==> config.mk <==
export PLATFORM = sky130hd
export DESIGN_NAME = opbm_cell
export DESIGN_NICKNAME = d
export VERILOG_FILES = /design/src/sv/opbm_pkg.sv /design/src/sv/opbm_cell.sv
export SDC_FILE = /design/constraint.sdc
export NUM_CORES = 1
export LEC_CHECK = 0
export BUFFER_PORTS_ARGS = -buffer_cell sky130_fd_sc_hd__buf_4
export CORE_MARGIN = 2
export CORE_UTILIZATION = 40
export DETAILED_ROUTE_END_ITERATION = 6
export PLACE_DENSITY = 0.71
export SLEW_MARGIN = 40
export SYNTH_ARGS = -nofsm -noshare
export SYNTH_HDL_FRONTEND = slang
export SYNTH_SLANG_ARGS = --single-unit
==> constraint.sdc <==
create_clock -name clk -period 5.6 [get_ports clk]
set_input_delay 0.28 -clock clk [delete_from_list [all_inputs] [get_ports clk]]
set_output_delay 0.28 -clock clk [all_outputs]
set_load 0.01 [all_outputs]
==> src/sv/opbm_pkg.sv <==
`timescale 1ns / 1ps
// Shared types and constants for the outer-product tile multiply-accumulate.
// No dependencies.
package opbm_pkg;

  localparam int DATA_W = 16;
  localparam int PROD_W = 2 * DATA_W;
  localparam int ACC_W  = 48;
  localparam int IDX_W  = 2;

  localparam int TILE_ROWS_DEF = 4;
  localparam int TILE_COLS_DEF = 4;
  localparam int LANES         = 4;

  localparam logic signed [ACC_W-1:0] ACC_MAX = {1'b0, {(ACC_W-1){1'b1}}};
  localparam logic signed [ACC_W-1:0] ACC_MIN = {1'b1, {(ACC_W-1){1'b0}}};

  typedef logic signed [DATA_W-1:0] data_t;
  typedef logic signed [PROD_W-1:0] prod_t;
  typedef logic signed [ACC_W-1:0]  acc_t;
  typedef logic [IDX_W-1:0]         idx_t;

  typedef enum logic [1:0] {
    ACT_PRESET = 2'd0,
    ACT_UPDATE = 2'd1,
    ACT_DRAIN  = 2'd2,
    ACT_NONE   = 2'd3
  } action_t;

  // Per-cell control, driven by the top level each cycle.
  typedef struct packed {
    logic upd;     // capture a*b for accumulation next cycle
    logic preset;  // load preset value
    logic shift;   // take neighbor's accumulator (ring rotate)
  } cell_ctrl_t;

endpackage

==> src/sv/opbm_cell.sv <==
`timescale 1ns / 1ps
// One accumulator cell: multiply stage, saturating 48-bit accumulate,
// and a shift path to its neighbor in the drain ring. Uses opbm_pkg.
module opbm_cell (
  input  logic                clk,
  input  logic                rst_n,
  input  opbm_pkg::cell_ctrl_t ctrl,
  input  opbm_pkg::data_t     a,
  input  opbm_pkg::data_t     b,
  input  opbm_pkg::acc_t      preset_value,
  input  opbm_pkg::acc_t      shift_in,
  output opbm_pkg::acc_t      acc
);
  import opbm_pkg::*;

  prod_t prod_r;
  logic  prod_vld_r;
  acc_t  acc_r;
  acc_t  acc_nxt;
  logic signed [ACC_W:0] sum;

  always_ff @(posedge clk) begin
    if (ctrl.upd) begin
      prod_r <= a * b;
    end
  end

  always_ff @(posedge clk) begin
    if (!rst_n) begin
      prod_vld_r <= 1'b0;
    end else begin
      prod_vld_r <= ctrl.upd;
    end
  end

  always_comb begin
    sum = {acc_r[ACC_W-1], acc_r} + {{(ACC_W+1-PROD_W){prod_r[PROD_W-1]}}, prod_r};
    acc_nxt = acc_r;
    if (ctrl.shift) begin
      acc_nxt = shift_in;
    end else if (ctrl.preset) begin
      acc_nxt = preset_value;
    end else if (prod_vld_r) begin
      if (sum[ACC_W] != sum[ACC_W-1]) begin
        acc_nxt = sum[ACC_W] ? ACC_MIN : ACC_MAX;
      end else begin
        acc_nxt = sum[ACC_W-1:0];
      end
    end
  end

  always_ff @(posedge clk) begin
    if (!rst_n) begin
      acc_r <= '0;
    end else begin
      acc_r <= acc_nxt;
    end
  end

  assign acc = acc_r;

endmodule

Yosys cells after proc, flatten, opt, wreduce, memory -nomap -nowiden
Cells that the tools add are included.
{"block": "op_classes", "add_sub_neg": 1, "muxes": 5, "reduce_logical": 1, "mul": 1, "n_eq_ne": 1}
{"operator": "$mux W48", "n": 5}
{"operator": "$add A48 B32 Y49", "n": 1}
{"operator": "$mul A16 B16 Y32", "n": 1}
{"operator": "$reduce_bool A3 Y1", "n": 1}
{"operator": "$ne A1 B1 Y1", "n": 1}
{"block": "totals", "out_inout_bits": 48, "reg_bits": 81, "input_bits": 133}

Logic depth before layout (Yosys ltp)
{"block": "depth", "depth_word": 6, "ltp_mapped": 24}

Least setup slack after synthesis
No wires, ideal clock.
{"block": "synth_timing", "path_kind": "input-to-reg", "start": "input a[15]", "end": "register prod_r[29], data pin", "n_path_buf": 1, "setup_time_ps": 259, "t_required_ps": 5341, "setup_slack_ps": -195, "stages": 19, "arrival_time_ps": 5535, "path_cell_list": "clkbuf_1 > nand2_1 > inv_1 > fa_1 > fa_1 > fa_1 > fa_1 > fa_1 > inv_1 > fa_1 > inv_1 > ha_1 > a21o_1 > a21oi_1 > nor2_1 > a211oi_1 > o21ai_0 > a41oi_1 > xnor2_1"}
{"block": "synth_between", "elab_chain_cells": 1}
{"item": "start, declared", "line_no": "opbm_cell.sv:8", "source": "input opbm_pkg::data_t a,"}
{"item": "$mul A16 B16 Y32", "line_no": "opbm_cell.sv:24", "source": "prod_r <= a * b;"}
{"item": "end signal, assigned", "line_no": "opbm_cell.sv:24"}
{"item": "end, declared", "line_no": "opbm_cell.sv:16", "source": "prod_t prod_r;"}
No other way between the ends.
A chain may end at the register's enable or synchronous reset.

Final worst setup path
{"block": "layout_timing", "start": "input a[7]", "end": "register prod_r[29], data pin"}
Same word-level chain as after synthesis.

==> impl_results.md <==
* Status: completed
* Worst setup SP type: primary input
* CTS tree: built
* Final Max Tran Viols at 0
* RePlAce Congestion at a little over 0.9
* Critical Path RT at 5.71 ns
* Vias in the first global route at approximately 14000
* Number of buffers added on ports at 180
* CP Cell Sequence: buf_4, buf_4, buf_4, buf_4, and2_1, fa_1, fa_1, fa_1, fa_1, fa_1, inv_1, fa_1, inv_1, ha_1, a21o_1, a21oi_1, nor2_1, a211oi_2, o21ai_0, a41oi_1, xnor2_1
* Primary FF master, synth: dfxtp_1
* Most frequent cells in the layout: inv_1 (308), buf_4 (288), fa_1 (262)
* Drc violations at 0
* Worst hold margin at 0.197 ns
* Fraction of registers with async set/reset at 0%
* Reg clk slew, reported paths at 0.07 ns
* EDFF count, synth at 32
* Most common cell after layout, fill and taps aside: inv_1
* Final hold viol count at 0
* Most Frequent Cell on Critical Path: fa_1
* Clock Skews at 0.00643 ns
* Worst-Margin Slew at 0.804 ns
* WP data arrival at 5.48 ns
* Fraction of layout cells with a size suffix above 1 at roughly 16%
* Footprint of the multi-input gates at between 0.01 and 0.015 mm²
* NumNets Final at 2582
* Worst-case clock buffer depth at 2
* First-pass GRT wire length at 71.5 mm
* Fill cells at 3779
* HPWL after detailed placement at about 38 mm
* Clk Latency, worst-skew pair at 0.35 ns
* Final period utilization at 95.9%
* Ports at 181
* Overflow after GRT at 0
* Cells after DPL at roughly 2600
* Classification of the worst setup path: in2reg
* Die area at 0.0415 mm²
* Avg WL per Cell at around 17 µm
* Total wire length at 44.5 mm
* Non-Filler Instances at 2586
* #FFs+latches synth at 81
* CTS Root Cell: clkbuf_16
* Initial antenna violation count at 0
* Slew HR at 46.3%
* Starting Density at 40.4%
* Vias per cell at 5.20
* ANT nets after route at 0
* DRT Pass-1 Iters at 5
* Clock sinks at 81
* # H-tree levels at 3
* Area growth from synthesis to layout at 18.2%
* Sequential cell area at 0.00194 mm²
* Pin count of the biggest net entering global routing at 52
* Seq/Total Area, Yosys at between 10% and 20%
* Syn_area_per_cell at 8.69 µm²
* Yosys cell types at 67
* Total of max-cap violations at 0
* Tmin final at 5.37 ns
* Slowest stage delay, CP at 0.55 ns
* Synth warn at 0
* Slowest CP cell: fa_1
* DR vias at between 10000 and 15000
* Synthesized Nets at around 2400
* Core Footprint at approximately 0.040 mm²
* Nature of the critical path endpoint: register
* Synthesized instance count at roughly 1800
* ANT cells at 0
* Critical path fanouts, max at 7
* Rows at 73
* Die Height at 204 µm
* Fmax achieved at 0.186 GHz
* Setup violations, final at 0
* Hold-fix buffers, CTS at 0
* Mapped Area at 0.0160 mm²
* Chip width at slightly above 200 µm
* Total global-route track usage at 21.5%
* CTS buffer count at 9
* Initial DRC count at between 800 and 900
* Hold WC Path Type: in2reg
-- stage by stage --
| step | TNS, ns | area, µm² | util [%] | setup WS (ns) |
|---|---|---|---|---|
| 2_1_floorplan | 0 | 16000 | - | 0.00221 |
| 3_3_place_gp | -1.74 | 18500 | 46.8 | -0.271 |
| 3_5_place_dp | -3.70 | 18500 | 46.8 | -0.492 |
| 4_1_cts | 0 | 18800 | 47.5 | 0.00738 |
| 5_1_grt | -0.0261 | 18900 | 47.7 | -0.0261 |
| 6_report | 0 | 18900 | 47.7 | 0.229 |
-- worst max-delay path, delay by kind of cell --
family,cells,cell delay [ns]
xor+xnor,1,0.08
fa+ha+maj,7,3.20
compound gates,5,1.03
simple gates,2,0.21
buf+inv,6,0.66
-- worst paths after layout --
path | startpoint | endpoint | slack [ns] | depth (start not counted)
hold / removal | shift_in[47] | acc[47] | 0.20 | 3
setup reg to reg | acc[1] | acc[27] | 1.55 | 12
setup / recovery | a[7] | prod_r[29] | 0.23 | 21
hold reg to reg | acc[44] | acc[44] | 0.51 | 2
-- cell usage after synthesis (29+ instances only) --
| cell | n | area [µm²] |
|---|---|---|
| o21ai_0 | 75 | 375 |
| edfxtp_1 | 32 | 961 |
| nand2_1 | 222 | 833 |
| dfxtp_1 | 49 | 981 |
| xnor2_1 | 56 | 490 |
| a21oi_1 | 93 | 465 |
| clkbuf_1 | 72 | 270 |
| and2_1 | 129 | 807 |
| ha_1 | 130 | 1630 |
| inv_1 | 309 | 1160 |
| a211oi_1 | 30 | 225 |
| a31oi_1 | 29 | 181 |
| fa_1 | 263 | 5270 |
| nor2_1 | 59 | 221 |
-- flip-flops by register name (all words and copies together), names as in the netlist --
signal and flops:
acc 48, prod_r 32, prod_vld_r 1
-- metal layers --
metal | up-vias | GRT usage [%] | wire (µm)
met1 | 6547 | 30.4 | 20900
met4 | 0 | 4.22 | 556
li1 | 6417 | - | -
met5 | - | 0 | 0
met2 | 456 | 36.2 | 20500
met3 | 36 | 1.83 | 2550
-- final cells by class --
| type | instances | area share, % |
|---|---|---|
| Timing Repair Buffer | 290 | 11.7 |
| Clock buffer | 9 | 1.19 |
| Inverter | 310 | 6.17 |
| Multi-Input combinational cell | 1364 | 66.8 |
| Sequential cell | 81 | 10.3 |
| Tap cell | 525 | 3.48 |
| Clock inverter | 7 | 0.437 |
-- kinds of logic (layout without fill, tap and decap cells) --
group / Yosys count / in the layout / synth area share (%)
adders and majority gates: 394 / 394 / 43.2
DFF: 81 / 81 / 12.2
AOI/OAI and AO/OA: 380 / 380 / 15.4
and+or+nand+nor: 511 / 511 / 15.5
buffers and inverters: 393 / 616 / 9.40
xor gates and xnor gates: 79 / 79 / 4.33
-- what timing repair did --
action	CTS	global route
resized for setup	1	18
setup buffers	0	1
setup endpoints to repair	3	9
hold endpoints to repair	0	0
gates cloned	0	0
pin swaps	0	7
Power is not shown: default switching activity piles up to over one toggle a cycle in this logic, so the estimate is an artifact.
